[config.mk]
export PLATFORM = sky130hd
export DESIGN_NAME = qtd_ram
export DESIGN_NICKNAME = d
export VERILOG_FILES = /design/src/rtl/qtd_ram.sv
export SDC_FILE = /design/constraint.sdc
export NUM_CORES = 1
export LEC_CHECK = 0
export BUFFER_PORTS_ARGS = -buffer_cell sky130_fd_sc_hd__clkbuf_2
export CAP_MARGIN = 20
export CORE_MARGIN = 4
export CORE_UTILIZATION = 45
export CTS_CLUSTER_SIZE = 8
export DETAILED_ROUTE_END_ITERATION = 7
export PLACE_DENSITY_LB_ADDON = 0.15
export SETUP_SLACK_MARGIN = 0.1
export SYNTH_ARGS = -nofsm -noshare
export SYNTH_HDL_FRONTEND = slang
export SYNTH_SLANG_ARGS = --single-unit
[constraint.sdc]
create_clock -name clk -period 3.9 [get_ports clk]
set_input_delay 0.78 -clock clk [delete_from_list [all_inputs] [get_ports clk]]
set_output_delay 0.78 -clock clk [all_outputs]
set_load 0.02 [all_outputs]
[src/rtl/qtd_ram.sv]
// Generic simple dual-port RAM with one write port and a registered read port.
// Stand-alone; no package needed.
module qtd_ram #(
  parameter int WIDTH = 32,
  parameter int DEPTH = 32
) (
  input  logic                     clk,
  input  logic                     we,
  input  logic [$clog2(DEPTH)-1:0] waddr,
  input  logic [WIDTH-1:0]         wdata,
  input  logic [$clog2(DEPTH)-1:0] raddr,
  output logic [WIDTH-1:0]         rdata
);

  logic [WIDTH-1:0] mem [DEPTH];
  logic [WIDTH-1:0] rdata_r;

  always_ff @(posedge clk) begin
    if (we) begin
      mem[waddr] <= wdata;
    end
    rdata_r <= mem[raddr];
  end

  assign rdata = rdata_r;

endmodule

==> impl_metrics.env <==
export IMPL_synth_top_cell_area_share_pct=76.0
export IMPL_wl_per_cell_um=27.4
export IMPL_grt_max_degree=72
export IMPL_crit_path_top_delay_cell="dfxtp_1"
export IMPL_drv_cap=0
export IMPL_die_h_um=308
export IMPL_die_area_sq_um=94800
export IMPL_skew_ps=33.5
export IMPL_synth_nets=2304
export IMPL_synth_warnings=0
export IMPL_swShare_pct=21.6
export IMPL_p_switching_uw=5570
export IMPL_cp_num_buf_inv=1
export IMPL_synth_distinct_cells=25
export IMPL_fin_crit_ps=2270
export IMPL_crit_required_ps=3120
export IMPL_routed_wl_um=101000
export IMPL_drcViolationCount=0
export IMPL_layout_common_cells="edfxtp_1, mux2i_1, clkbuf_16"
export IMPL_route_antenna_remaining_nets=0
export IMPL_antenna_found_initial=1
export IMPL_startpoint_type="flip-flop"
export IMPL_drv_slew=0
export IMPL_htree_levels=4
export IMPL_crit_path_end_kind="output pin"
export IMPL_p_int_uw=20300
export IMPL_multi_input_area_sq_um=8610
export IMPL_cpLargestDelayFamily="flip-flops"
export IMPL_fillerInstances=6992
export IMPL_pre_cts_ws_ps=931
export IMPL_peakVddDrop_uv=333
export IMPL_min_path_type="flip-flop to flip-flop"
export IMPL_max_freq_mhz=441
export IMPL_crit_type="flip-flop to output pin"
export IMPL_path_cells="clkbuf_2"
export IMPL_viasPerCell=5.72
export IMPL_cts_tree="yes"
export IMPL_die_width_um=308
export IMPL_hold_buffers=0
export IMPL_cts_root_buf="clkbuf_16"
export IMPL_worst_pin_slew_ps=1070
export IMPL_gp_congestion=0.795
export IMPL_fin_nets=2487
export IMPL_grt_pass1_wl_um=147000
export IMPL_cts_buffers=149
export IMPL_path_clk_slew_ps=50
export IMPL_p_per_area_nw_per_um2=548
export IMPL_worstPathMaxFanout=1
export IMPL_max_stage_delay_ps=530
export IMPL_clock_sinks=1056
export IMPL_cts_setup_buffers=0
export IMPL_route_vias_total=21200
export IMPL_n_antenna_cell=0
export IMPL_initial_core_util_pct=45.6
export IMPL_grt_usage_pct=21.3
export IMPL_setup_viol=0
export IMPL_final_common_cell="edfxtp_1"
export IMPL_rsz0062_at_grt="false"
export IMPL_hold_viol=0
export IMPL_synth_top_area_cell="edfxtp_1"
export IMPL_period_share_pct=58.1
export IMPL_avgSynthCellArea_sq_um=17.9
export IMPL_netlist_area_sq_um=40500
export IMPL_worstSkewPairLatency_ps=730
export IMPL_cts_buffer_depth=3
export IMPL_synth_area_top_cells="edfxtp_1, mux2i_1, a22oi_1"
export IMPL_io_pins=76
export IMPL_setup_ws_ps=1630
export IMPL_drtIter0Drc=1623
export IMPL_rows=109
export IMPL_synthCells=2260
export IMPL_layout_drive_gt1_share_pct=14.4
export IMPL_p_leak_uw=0.0165
export IMPL_worstPathArrival_ps=1490
export IMPL_fin_setup_tns_ps=0
export IMPL_pwr_share_seq_pct=49.3
export IMPL_status="finished, final reports clean"
export IMPL_dp_hpwl_um=56400
export IMPL_grt_pass1_vias=21500
export IMPL_pwr_share_clk_pct=45.8
export IMPL_cts_resized=0
export IMPL_io_buffers=75
export IMPL_area_growth_synth_to_final_pct=16.4
export IMPL_synth_seq_cells=1056
export IMPL_firstDrtPassIters=5
export IMPL_slew_headroom_pct=28.9
export IMPL_core_sq_um=88800
export IMPL_fin_util_pct=53.1
export IMPL_grt_overflow_total=0
export IMPL_pwr_share_comb_pct=4.9
export IMPL_regArea_sq_um=31400
export IMPL_ys_seq_area_share_pct=77.5
## final cells by class
class	instances	area share, %
Tap cell	1165	3.09
Timing Repair Buffer	159	2.82
Clock inverter	12	0.441
Clock buffer	236	8.74
Sequential cell	1056	66.6
Multi-Input combinational cell	1077	18.3
## per-stage QoR
stage	power (uW)	hold WS, ps	cells	instance area, sq um
finish	25800	588	3705	47100
global route	26700	641	3705	47100
CTS	26100	602	3705	47100
detailed placement	14200	592	3457	42800
global placement	14200	583	3457	42800
floorplan	13600	553	2260	40500
## routing by layer
layer	routed length, um	track usage (%)	share of wire (%)	up-vias
li1	-	-	-	9378
met1	43300	28.3	43	11000
met2	50600	36.0	50	625
met3	4730	3.48	4.7	162
met4	2730	7.06	2.7	2
met5	13	0	0.013	-
## cells in the mapped netlist
master    count
dfxtp_1      32
and2_1        1
nand3b_1      5
nand3_1      98
nor3_1       32
or2_2         1
or3b_2        3
buf_2        26
buf_4        33
a22oi_1      96
nand2_1      98
clkbuf_1     46
nand2b_1      2
buf_6        15
edfxtp_1   1024
and2b_1       1
mux2i_1     512
nor2b_1       1
a21oi_1      96
buf_1         5
or3_1         1
a31oi_1      32
nor2_1       34
a22o_1       64
clkbuf_4      2
## flip-flops by register name, summed over array words and instances, names as in the netlist
signal and flops:
mem 1024, rdata 32
## kinds of logic (layout without fill, tap and decap cells)
group / after synthesis / after routing / synth area share (%)
flip-flops: 1056 / 1056 / 77.5
multiplexers: 512 / 512 / 12.7
AND/OR/NAND/NOR: 277 / 277 / 3.10
buffers and inverters: 127 / 407 / 1.86
AO/OA/AOI/OAI: 288 / 288 / 4.85
## power by group through the flow
stage	Clock [uW]	Combinational [uW]	Sequential, uW
6_report	11800	1260	12700
3_5_place_dp	0	1280	12900
2_1_floorplan	0	652	13000
5_1_grt	12600	1350	12700
3_3_place_gp	0	1260	12900
4_1_cts	12100	1280	12700
## final timing paths
path	from	end	slack [ps]	depth (start not counted)
max reg2reg	mem[7][14]$_DFFE_PP_	rdata[14]$_DFF_P_	2330	5
min reg2reg	mem[27][9]$_DFFE_PP_	rdata[9]$_DFF_P_	590	4
max	rdata[3]$_DFF_P_	rdata[3]	1630	1
min	mem[27][9]$_DFFE_PP_	rdata[9]$_DFF_P_	590	4
No activity file was read; power rests on OpenSTA's default activity.
