==> config.mk <==
export PLATFORM = sky130hd
export DESIGN_NAME = qtd_arith
export DESIGN_NICKNAME = d
export VERILOG_FILES = /design/src/rtl/qtd_pkg.sv /design/src/rtl/qtd_arith.sv
export SDC_FILE = /design/constraint.sdc
export NUM_CORES = 2
export LEC_CHECK = 0
export BUFFER_PORTS_ARGS = -buffer_cell sky130_fd_sc_hd__buf_4
export CAP_MARGIN = 5
export CORE_AREA = 4 4 290 292
export CTS_CLUSTER_DIAMETER = 120
export DETAILED_ROUTE_END_ITERATION = 16
export DIE_AREA = 0 0 294 296
export PLACE_DENSITY = 0.83
export SYNTH_ARGS = -nofsm -noshare
export SYNTH_HDL_FRONTEND = slang
export SYNTH_SLANG_ARGS = --single-unit
==> constraint.sdc <==
create_clock -name clk -period 21.4 [get_ports clk]
set_clock_uncertainty 0.1 [all_clocks]
set_input_delay 2.14 -clock clk [delete_from_list [all_inputs] [get_ports clk]]
set_output_delay 2.14 -clock clk [all_outputs]
set_load 0.02 [all_outputs]
==> src/rtl/qtd_pkg.sv <==
// Shared types and constants of the Q-table TD update engine.
// Used by every module of the block but qtd_ram; depends on nothing.
package qtd_pkg;

  localparam int Q_W          = 32;
  localparam int FRAC_W       = 17;
  localparam int IN_STATE_W   = 5;
  localparam int IN_ACTION_W  = 3;
  localparam int CHANGE_W     = 31;
  localparam int CFG_IDX_W    = 2;
  localparam int STATE_CODES  = 2 ** IN_STATE_W;
  localparam int ACTION_CODES = 2 ** IN_ACTION_W;

  localparam int NUM_STATES_DEF  = 32;
  localparam int NUM_ACTIONS_DEF = 8;

  localparam logic [FRAC_W-1:0] ONE_Q16        = 17'd65536;
  localparam logic [FRAC_W-1:0] STEP_SIZE_RST  = 17'd52429;
  localparam logic [FRAC_W-1:0] DISCOUNT_RST   = 17'd58982;
  localparam logic signed [Q_W-1:0] FLOOR_Q16  = -32'sd65536;

  typedef enum logic [CFG_IDX_W-1:0] {
    CFG_STEP_SIZE = 2'd0,
    CFG_DISCOUNT  = 2'd1
  } qtd_cfg_idx_t;

  typedef struct packed {
    logic [IN_STATE_W-1:0]  prev_state;
    logic [IN_ACTION_W-1:0] taken_action;
    logic [IN_STATE_W-1:0]  next_state;
    logic signed [Q_W-1:0]  reward_value;
  } qtd_in_t;

  typedef struct packed {
    logic signed [Q_W-1:0] updated_value;
    logic [CHANGE_W-1:0]   change_size;
    logic signed [Q_W-1:0] next_row_max;
  } qtd_out_t;

  typedef struct packed {
    logic load;
    logic step;
  } qtd_scan_ctl_t;

  typedef struct packed {
    logic ld_gp;
    logic ld_td;
    logic ld_ad;
    logic ld_nv;
    logic ld_chg;
  } qtd_arith_ctl_t;

endpackage

==> src/rtl/qtd_arith.sv <==
// TD update arithmetic: gamma*max, TD error, alpha*TD, saturated new value and change.
// Depends on qtd_pkg for widths and the control struct.
module qtd_arith (
  input  logic                            clk,
  input  qtd_pkg::qtd_arith_ctl_t         ctl,
  input  logic [qtd_pkg::FRAC_W-1:0]      alpha,
  input  logic [qtd_pkg::FRAC_W-1:0]      gamma,
  input  logic signed [qtd_pkg::Q_W-1:0]  row_max,
  input  logic signed [qtd_pkg::Q_W-1:0]  reward,
  input  logic signed [qtd_pkg::Q_W-1:0]  old_value,
  output logic signed [qtd_pkg::Q_W-1:0]  new_value,
  output logic [qtd_pkg::CHANGE_W-1:0]    change
);
  import qtd_pkg::*;

  logic signed [49:0] gp_r, gp_nxt, gp_rnd;
  logic signed [33:0] gm;
  logic signed [35:0] td_r, td_nxt;
  logic signed [53:0] ad_r, ad_nxt, ad_rnd;
  logic signed [37:0] delta;
  logic signed [38:0] nv_full;
  logic signed [Q_W-1:0] nv_r, nv_nxt;
  logic signed [32:0] dif;
  logic [32:0] mag;
  logic [CHANGE_W-1:0] chg_r, chg_nxt;

  always_comb begin
    gp_nxt  = $signed({1'b0, gamma}) * row_max;
    gp_rnd  = gp_r + 50'sd32768;
    gm      = $signed(gp_rnd[49:16]);
    td_nxt  = {{4{reward[31]}}, reward} + {{2{gm[33]}}, gm}
              - {{4{old_value[31]}}, old_value};
    ad_nxt  = $signed({1'b0, alpha}) * td_r;
    ad_rnd  = ad_r + 54'sd32768;
    delta   = $signed(ad_rnd[53:16]);
    nv_full = {{7{old_value[31]}}, old_value} + {delta[37], delta};
    if (!nv_full[38] && (|nv_full[37:31])) begin
      nv_nxt = 32'sh7FFF_FFFF;
    end else if (nv_full[38] && !(&nv_full[37:31])) begin
      nv_nxt = -32'sh8000_0000;
    end else begin
      nv_nxt = nv_full[31:0];
    end
    dif = {nv_r[31], nv_r} - {old_value[31], old_value};
    mag = dif[32] ? 33'(-dif) : 33'(dif);
    if (|mag[32:31]) begin
      chg_nxt = {CHANGE_W{1'b1}};
    end else begin
      chg_nxt = mag[CHANGE_W-1:0];
    end
  end

  always_ff @(posedge clk) begin
    if (ctl.ld_gp) begin
      gp_r <= gp_nxt;
    end
    if (ctl.ld_td) begin
      td_r <= td_nxt;
    end
    if (ctl.ld_ad) begin
      ad_r <= ad_nxt;
    end
    if (ctl.ld_nv) begin
      nv_r <= nv_nxt;
    end
    if (ctl.ld_chg) begin
      chg_r <= chg_nxt;
    end
  end

  assign new_value = nv_r;
  assign change    = chg_r;

endmodule

==> impl_metrics.tcl <==
set metrics [dict create \
    outcome "completed" \
    cts_sinks 173 \
    worst-path-buf-inv 4 \
    ios 199 \
    holdPathStages 4 \
    num_vias 39980 \
    setup_viol_count_final 0 \
    place_congestion 0.948 \
    slowest_stage "fa_1" \
    numCtsBuffers 17 \
    rows 105 \
    critPathKind "in2reg" \
    start_util_pct 64.5 \
    dieArea_um2 87000 \
    routed_wl_mm 135 \
    core_area_um2 81600 \
    areaGrowthSynthToFinish_pct 4.93 \
    ctsHtreeMaxLevel 4 \
    async_flop_share_pct 0 \
    drt-pass1-iter-count 8 \
    grt_usage_pct 32.3 \
    synth_ff_type "edfxtp_1" \
    dp_hpwl_mm 109 \
    min_path_type "reg2reg" \
    vias_per_cell 5.83 \
    crit_path_start_kind "input pin" \
    clock_path_buffers 2 \
    required_ns 21.49 \
    die_w_um 294 \
    syn-num-nets 7395 \
    drc 0 \
    relSlewSlack_pct 22.4 \
    synth_area_um2 52600 \
    rsz0062_at_grt "false" \
    maxCapViolations 0 \
    cts_tree "yes" \
    clk_latency_ns 0.45 \
    drive_gt1_share_pct 4.77 \
    wl_per_cell_um 19.7 \
    crit_fanout 36 \
    postCtsHoldBufs 0 \
    path_clk_slew_ns 0.08 \
    grt_pass1_wl_mm 223 \
    cpMostUsedCell "fa_1" \
    fillCellCount 6340 \
    port_buffers 198 \
    period_share_pct 42.2 \
    setup_tns_ns 0 \
    hold_viol_final 0 \
    fmax_ghz 0.111 \
    post_cts_resized 0 \
    finalNetCount 7396 \
    synth_edf_count 173 \
    critical_path_depth 22 \
    ys_ff_latch 173 \
    dieHeight_um 296 \
    ys_types 84 \
    ys_seq_area_share_pct 9.87 \
    netlist_instances 5778 \
    ant_nets 0 \
    critical_path_arrival_ns 9.13 \
    cp-end-kind "register" \
    grt_pass1_vias 43353 \
    finalCriticalPeriod_ns 9.04 \
    drv_slew 0 \
    antenna_found_initial 2 \
    cts_root_buffer "clkbuf_16" \
    cp_top_family "adder cells" \
    gr-total-overflow 0 \
    post-cts-setup-buffers 0 \
    cpPeakStageDelay_ns 0.58 \
    drt_iter0_markers 2792 \
    syn_area_per_cell_um2 9.11 \
    crit_chain "buf_4 -> nand2_1 -> fa_1 -> inv_1 -> fa_1 -> fa_1 -> fa_1 -> fa_1 -> inv_1 -> fa_1 -> inv_1 -> ha_1 -> a21oi_1 -> nand2_1 -> a221o_1 -> a41o_1 -> a311oi_1 -> a311oi_1 -> a221oi_1 -> o211ai_1 -> a21oi_1 -> xnor2_1" \
    r2r_cells 21 \
    yosysWarnings 0 \
    tightestPinTransition_ns 1.16 \
    grt_max_degree 40 \
]
Yosys cell counts, types with 6 or more instances:
master | instances | area [um2]
a2111oi_0 | 7 | 61.3
a211o_1 | 7 | 61.3
a211oi_1 | 25 | 188
a21o_1 | 71 | 533
a21oi_1 | 162 | 811
a221oi_1 | 8 | 70.1
a311oi_1 | 6 | 52.6
a31oi_1 | 15 | 93.8
and2_1 | 480 | 3000
and3_1 | 45 | 282
and4_1 | 17 | 149
clkbuf_1 | 206 | 773
edfxtp_1 | 173 | 5190
fa_1 | 1134 | 22700
ha_1 | 347 | 4340
inv_1 | 1310 | 4920
nand2_1 | 852 | 3200
nand2b_1 | 16 | 100
nand3_1 | 70 | 350
nand4_1 | 37 | 231
nor2_1 | 131 | 492
nor2b_1 | 16 | 100
nor3_1 | 44 | 220
nor3b_1 | 7 | 52.6
nor4_1 | 7 | 43.8
o211ai_1 | 13 | 97.6
o21a_1 | 31 | 233
o21ai_0 | 111 | 556
o21bai_1 | 18 | 135
o22ai_1 | 6 | 37.5
o31a_1 | 7 | 61.3
o31ai_1 | 15 | 113
or2_2 | 14 | 87.6
or3_1 | 12 | 75.1
xnor2_1 | 175 | 1530
xor2_1 | 74 | 648
kinds of logic after synthesis:
family	after synthesis	synth area share (%)
AND/OR/NAND/NOR	1770	16.3
AO/OA/AOI/OAI	573	7.17
XOR/XNOR	249	4.15
buffers and inverters	1529	11.0
adder cells (fa/ha/maj)	1481	51.4
flip-flops	173	9.87
multiplexers	3	0.0618
final cells by class:
cell class              count  area [um2]  share of cell area, %
well taps                1070        1340                   2.43
clock inverters            15         170                  0.308
diodes                      1        2.50                0.00453
clock buffers              17         425                  0.771
repair buffers            201        1510                   2.73
flip-flops and latches    173        5190                   9.41
inverters                1310        4920                   8.91
multi-input cells        4076       41600                   75.4
tightest hold or removal path, delay by kind of cell, from the launching register on:
family | cells | cell delay [ns]
fa+ha+maj | 2 | 0.29
compound gates | 1 | 0.13
buf+inv | 1 | 0.03
flops | 1 | 0.35
stage by stage:
| stage | cell area [um2] | hold slack [ns] | instances | utilization, % | worst slack [ns] |
|---|---|---|---|---|---|
| floorplan | 52600 | 0.709 | 5778 | - | 12.71 |
| global placement | 54600 | 0.790 | 6830 | 66.9 | 12.06 |
| detailed placement | 54600 | 0.789 | 6830 | 66.9 | 11.95 |
| CTS | 55200 | 0.814 | 6862 | 67.7 | 12.40 |
| global route | 55200 | 0.862 | 6863 | 67.7 | 11.96 |
| finish | 55200 | 0.813 | 6863 | 67.7 | 12.36 |
flip-flops by register name (all words and copies together) (netlist names):
name	flops
ad_r	39
change	31
gp_r	35
new_value	32
td_r	36
placed cells by master, fill, tap and decap left out, drive strengths merged, types with 37 or more instances in the layout:
master,Yosys,layout
nand4,37,37
nor3,44,44
nand2,852,852
xor2,74,74
xnor2,175,175
a21oi,162,162
a21o,71,71
inv,1310,1320
and3,45,45
buf,13,201
o21ai,116,116
nor2,132,132
fa,1134,1134
nand3,70,70
ha,347,347
and2,480,480
edfxtp,173,173
metal layers:
layer	GRT usage, %	up-vias	part of all wire (%)
met3	4.91	454	8.4
met4	15.7	0	5.8
li1	-	17558	-
met5	0	-	0
met2	55.2	1950	49
met1	40.8	20018	37
final timing paths:
path              from      endpoint  slack (ns)
min reg2reg   ad_r[16]  new_value[0]        0.81
min           ad_r[16]  new_value[0]        0.81
max reg2reg   td_r[11]      ad_r[53]       13.50
max          alpha[12]      ad_r[53]       12.36
Power is not shown: default switching activity piles up to over one toggle a cycle in this logic, so the estimate is an artifact.
