$ cat config.mk
export PLATFORM = sky130hd
export DESIGN_NAME = qtd_scan
export DESIGN_NICKNAME = d
export VERILOG_FILES = /design/src/rtl/qtd_pkg.sv /design/src/rtl/qtd_scan.sv
export SDC_FILE = /design/constraint.sdc
export NUM_CORES = 1
export LEC_CHECK = 0
export BUFFER_PORTS_ARGS = -buffer_cell sky130_fd_sc_hd__buf_2
export CAP_MARGIN = 20
export CORE_MARGIN = 1
export CORE_UTILIZATION = 54
export CTS_CLUSTER_DIAMETER = 200
export DETAILED_ROUTE_END_ITERATION = 10
export GPL_TIMING_DRIVEN = 0
export PLACE_DENSITY_LB_ADDON = 0.05
export SLEW_MARGIN = 20
export SYNTH_ARGS = -nofsm -noshare
export SYNTH_HDL_FRONTEND = slang
export SYNTH_SLANG_ARGS = --single-unit
$ cat constraint.sdc
create_clock -name clk -period 10 [get_ports clk]
set_clock_uncertainty 0.1 [all_clocks]
set_input_delay 2 -clock clk [delete_from_list [all_inputs] [get_ports clk]]
set_output_delay 2 -clock clk [all_outputs]
set_load 0.005 [all_outputs]
$ cat src/rtl/qtd_pkg.sv
// Shared types and constants of the Q-table TD update engine.
// Used by every module of the block but qtd_ram; depends on nothing.
package qtd_pkg;

  localparam int Q_W          = 32;
  localparam int FRAC_W       = 17;
  localparam int IN_STATE_W   = 5;
  localparam int IN_ACTION_W  = 3;
  localparam int CHANGE_W     = 31;
  localparam int CFG_IDX_W    = 2;
  localparam int STATE_CODES  = 2 ** IN_STATE_W;
  localparam int ACTION_CODES = 2 ** IN_ACTION_W;

  localparam int NUM_STATES_DEF  = 32;
  localparam int NUM_ACTIONS_DEF = 8;

  localparam logic [FRAC_W-1:0] ONE_Q16        = 17'd65536;
  localparam logic [FRAC_W-1:0] STEP_SIZE_RST  = 17'd52429;
  localparam logic [FRAC_W-1:0] DISCOUNT_RST   = 17'd58982;
  localparam logic signed [Q_W-1:0] FLOOR_Q16  = -32'sd65536;

  typedef enum logic [CFG_IDX_W-1:0] {
    CFG_STEP_SIZE = 2'd0,
    CFG_DISCOUNT  = 2'd1
  } qtd_cfg_idx_t;

  typedef struct packed {
    logic [IN_STATE_W-1:0]  prev_state;
    logic [IN_ACTION_W-1:0] taken_action;
    logic [IN_STATE_W-1:0]  next_state;
    logic signed [Q_W-1:0]  reward_value;
  } qtd_in_t;

  typedef struct packed {
    logic signed [Q_W-1:0] updated_value;
    logic [CHANGE_W-1:0]   change_size;
    logic signed [Q_W-1:0] next_row_max;
  } qtd_out_t;

  typedef struct packed {
    logic load;
    logic step;
  } qtd_scan_ctl_t;

  typedef struct packed {
    logic ld_gp;
    logic ld_td;
    logic ld_ad;
    logic ld_nv;
    logic ld_chg;
  } qtd_arith_ctl_t;

endpackage

$ cat src/rtl/qtd_scan.sv
// Row maximum scanner: shifts a captured row out one entry per cycle while step is high.
// Depends on qtd_pkg for widths, the floor value and the control struct.
module qtd_scan #(
  parameter int NUM_ACTIONS = qtd_pkg::NUM_ACTIONS_DEF
) (
  input  logic                                   clk,
  input  logic                                   rst_n,
  input  qtd_pkg::qtd_scan_ctl_t                 ctl,
  input  logic [NUM_ACTIONS*qtd_pkg::Q_W-1:0]    row_in,
  output logic signed [qtd_pkg::Q_W-1:0]         row_max,
  output logic                                   last
);
  import qtd_pkg::*;

  localparam int RW = NUM_ACTIONS * Q_W;
  localparam int AW = $clog2(NUM_ACTIONS);

  logic [RW-1:0]         row_r, row_nxt;
  logic signed [Q_W-1:0] max_r, max_nxt;
  logic [AW-1:0]         cnt_r, cnt_nxt;
  logic signed [Q_W-1:0] entry;

  assign entry = $signed(row_r[Q_W-1:0]);
  assign last  = (cnt_r == AW'(NUM_ACTIONS - 1));

  always_comb begin
    row_nxt = row_r;
    max_nxt = max_r;
    cnt_nxt = cnt_r;
    if (ctl.load) begin
      row_nxt = row_in;
      max_nxt = FLOOR_Q16;
      cnt_nxt = '0;
    end else if (ctl.step) begin
      row_nxt = row_r >> Q_W;
      cnt_nxt = cnt_r + AW'(1);
      if (entry > max_r) begin
        max_nxt = entry;
      end
    end
  end

  always_ff @(posedge clk) begin
    if (!rst_n) begin
      cnt_r <= '0;
    end else begin
      cnt_r <= cnt_nxt;
    end
    row_r <= row_nxt;
    max_r <= max_nxt;
  end

  assign row_max = max_r;

endmodule

==> flow_summary.yaml <==
status:
  status: "complete, no violations"
place:
  detailed_place.area_sq_um: 14800
  dp_cells: 1433
  place_congestion: 0.905
  portBuffers: 291
  place_hpwl_microns: 18800
drt:
  antenna_violating_nets_post_route: 0
  drt-pass1-iter-count: 4
  post_drt_wl_per_cell_microns: 16.8
  drc_violations_left: 0
  detail_route.vias_per_cell: 4.93
  routed-via-count: 7394
  dr.first_iter.drc_count: 410
  wl_microns: 25300
worst_setup_path:
  cp_slowest_cell: "sky130_fd_sc_hd__or2_4"
  startpoint: "ctl[1]"
  crit_required_ps: 10140
  timing_worst_setup_path_type: "input port to flip-flop"
  crit_path_start_kind: "input port"
  max_stage_delay_ps: 690
  worst-r2r-cell-count: 8
  timing.critical_path.to: "row_r[228]"
  kind_of_end_point_of_the_critical_path: "flip-flop"
  rrSetupSlack_ps: 7060
  worstReg2RegStart: "row_r[31]"
  worstPathArrival_ps: 4820
  cp_max_fo: 50
  r2r-end: "row_max[13]"
  timing.critical_path.cells: "clkbuf_1, clkbuf_1, clkbuf_1, or2_4, buf_12, buf_12"
  cp_common_cell: "sky130_fd_sc_hd__clkbuf_1"
floorplanning:
  io_pins: 293
  core_region_area_sq_um: 23400
  die_x_microns: 156
  die-height_microns: 156
  initial_core_util_pct: 55.0
  area_enclosed_by_the_die_boundary_sq_um: 24400
  fp-row-count: 56
timing:
  finalSetupTns_ps: 0
  whs_ps: 386
  timing.final.max_slew_violations: 0
  slew-limit-headroom_pct: 47.9
  max_freq_ghz: 0.214
  final_hold_viol_count: 0
  worst_pin_slew_ps: 782
  setup_violations: 0
  min_period_ps: 4680
  period_share_pct: 46.8
  grt_setup_unrepaired: "false"
power:
  vdd_ir_drop_max_mv: 0.147
  p_leak_nw: 6.48
  cellPowerDensity_nw_per_um2: 190
clock_network:
  cts.repair_timing.setup_buffer_count: 0
  clkSinkCount: 291
  clock_tree.root_cell: "sky130_fd_sc_hd__clkbuf_16"
  holdBufCountCts: 0
  tritoncts_clock_tree: "done"
  clk_pin_slew_ps: 60
  clock_buffers_created_by_tritoncts: 31
  cts_resized: 0
  htreeDepth: 1
  clkLatencyLatePin_ps: 560
  buffer_levels_on_the_longest_clock_path: 3
grt:
  grt_pass1_vias: 7313
  grt_util_all_layers_pct: 20.7
  antenna_found_initial: 13
  largest_net_degree_at_the_start_of_global_routing: 51
  gr-total-overflow: 0
  grt_first_pass_wirelength_microns: 38500
synth:
  synthesis.instances: 818
  post_synth_main_area_contributors: "sky130_fd_sc_hd__edfxtp_1 60%, sky130_fd_sc_hd__mux2_2 19%, sky130_fd_sc_hd__dfxtp_1 5.4%"
  seq_area_frac_synth_pct: 65.2
  synthDistinctLibCells: 31
  ys_ff_latch: 291
  synth_top_area_share_pct: 59.8
  synth_area_leader_cell: "sky130_fd_sc_hd__edfxtp_1"
  post_synth_instance_area_sq_um: 12900
  mappedNetlistNets: 1112
  synthesis.yosys.warnings: 0
  avgSynthCellArea_sq_um: 15.7
finish:
  fill_cell_count: 1715
  drive_gt1_share_pct: 48.7
  layout.area.seq_sq_um: 8390
  flow.area_growth_from_synthesis_pct: 23.4
  final_core_utilization_pct: 67.8
  finalInstanceArea_sq_um: 15900
  multiInputGateArea_sq_um: 4170
  fin_cells: 1501
  fin_nets: 1441
job:
  timing.max_cap.violations: 0
worst_hold_path:
  worst_hold_path_type: "flip-flop to flip-flop"
[stage by stage]
step	worst slack, ps	total power [mW]
floorplan	872	1.76
global placement	-2040	1.88
detailed placement	4660	1.88
CTS	5210	3.03
global route	5070	3.13
finish	5320	3.01
[area by class of cell]
cell class                      instances  area share (%)
Tap cell                              319            2.51
Multi-Input combinational cell        453            26.3
Buffer                                 39            1.06
Timing Repair Buffer                  296            9.81
Clock inverter                         24            1.53
Sequential cell                       291            52.8
Antenna cell                           10           0.158
Inverter                               35           0.828
Clock buffer                           34            4.96
[cell families after synthesis]
group / count (synthesis) / share of synthesized area [%]
DFF: 291 / 65.2
muxes: 257 / 22.2
and+or+nand+nor: 128 / 5.23
buffers and inverters: 74 / 2.34
adders and majority gates: 34 / 3.31
AOI/OAI and AO/OA: 33 / 1.64
xor gates and xnor gates: 1 / 0.0681
[registers in the layout, summed over array words and instances (netlist names)]
signal	flops
row_max	32
row_r	256
cnt_r	3
[Yosys cell counts]
master,count
sky130_fd_sc_hd__nor2_1,41
sky130_fd_sc_hd__nand3_1,3
sky130_fd_sc_hd__a21o_1,1
sky130_fd_sc_hd__buf_6,3
sky130_fd_sc_hd__nor3_1,1
sky130_fd_sc_hd__nor2b_1,1
sky130_fd_sc_hd__mux2_1,4
sky130_fd_sc_hd__nand2_1,8
sky130_fd_sc_hd__a2111o_1,1
sky130_fd_sc_hd__mux2_2,220
sky130_fd_sc_hd__inv_1,35
sky130_fd_sc_hd__clkbuf_1,36
sky130_fd_sc_hd__o21ai_0,8
sky130_fd_sc_hd__o21ai_1,1
sky130_fd_sc_hd__xnor2_1,1
sky130_fd_sc_hd__mux2i_1,33
sky130_fd_sc_hd__and2_1,33
sky130_fd_sc_hd__or2_2,1
sky130_fd_sc_hd__o41ai_1,1
sky130_fd_sc_hd__or2_1,1
sky130_fd_sc_hd__edfxtp_1,256
sky130_fd_sc_hd__nand4_1,7
sky130_fd_sc_hd__a21oi_1,15
sky130_fd_sc_hd__dfxtp_1,35
sky130_fd_sc_hd__a221o_1,1
sky130_fd_sc_hd__nand2b_1,31
sky130_fd_sc_hd__a211oi_2,3
sky130_fd_sc_hd__o31a_1,1
sky130_fd_sc_hd__o21a_1,1
sky130_fd_sc_hd__ha_1,34
sky130_fd_sc_hd__nor4_1,1
[power by group]
| part | leakage [nW] | total (mW) | switching [mW] | internal, mW |
|---|---|---|---|---|
| clock network | 0.513 | 1.15 | 0.461 | 0.693 |
| logic | 3.05 | 0.338 | 0.151 | 0.187 |
| registers | 2.92 | 1.52 | 0.0423 | 1.47 |
| total | 6.48 | 3.01 | 0.655 | 2.35 |
[worst min-delay path by stage]
| stage | startpoint | cells after the start | endpoint |
|---|---|---|---|
| after floorplan | cnt_r[1] | 2 | cnt_r[1] |
| after global placement | row_max[5] | 2 | row_max[5] |
| after detailed placement | row_max[10] | 2 | row_max[10] |
| after CTS | row_max[10] | 2 | row_max[10] |
| after global routing | row_max[1] | 2 | row_max[1] |
| final | row_max[10] | 2 | row_max[10] |
[per-layer routing]
layer | up-vias | global-route usage (%) | part of all wire (%)
met1 | 3384 | 24.5 | 39
met4 | 10 | 7.66 | 3.0
met3 | 61 | 6.45 | 8.1
met5 | - | 0 | 0.26
li1 | 3706 | - | -
met2 | 233 | 35.4 | 50
[critical path, delay by kind of cell]
family	cells	cell delay (ps)
buffers and inverters	5	2080
and+or+nand+nor	1	690
[layout by cell type (no fill, tap or decap), drive strengths merged]
master,count
buf,299
edfxtp,256
mux2,224
clkbuf,70
nor2,41
inv,37
dfxtp,35
ha,34
mux2i,33
and2,33
nand2b,31
clkinv,17
a21oi,15
diode,10
o21ai,9
nand2,8
nand4,7
bufinv,5
a211oi,3
nand3,3
or2,2
nor3,1
a2111o,1
a221o,1
nor4,1
a21o,1
o21a,1
o31a,1
nor2b,1
o41ai,1
xnor2,1
(Power assumes the default switching activity.)
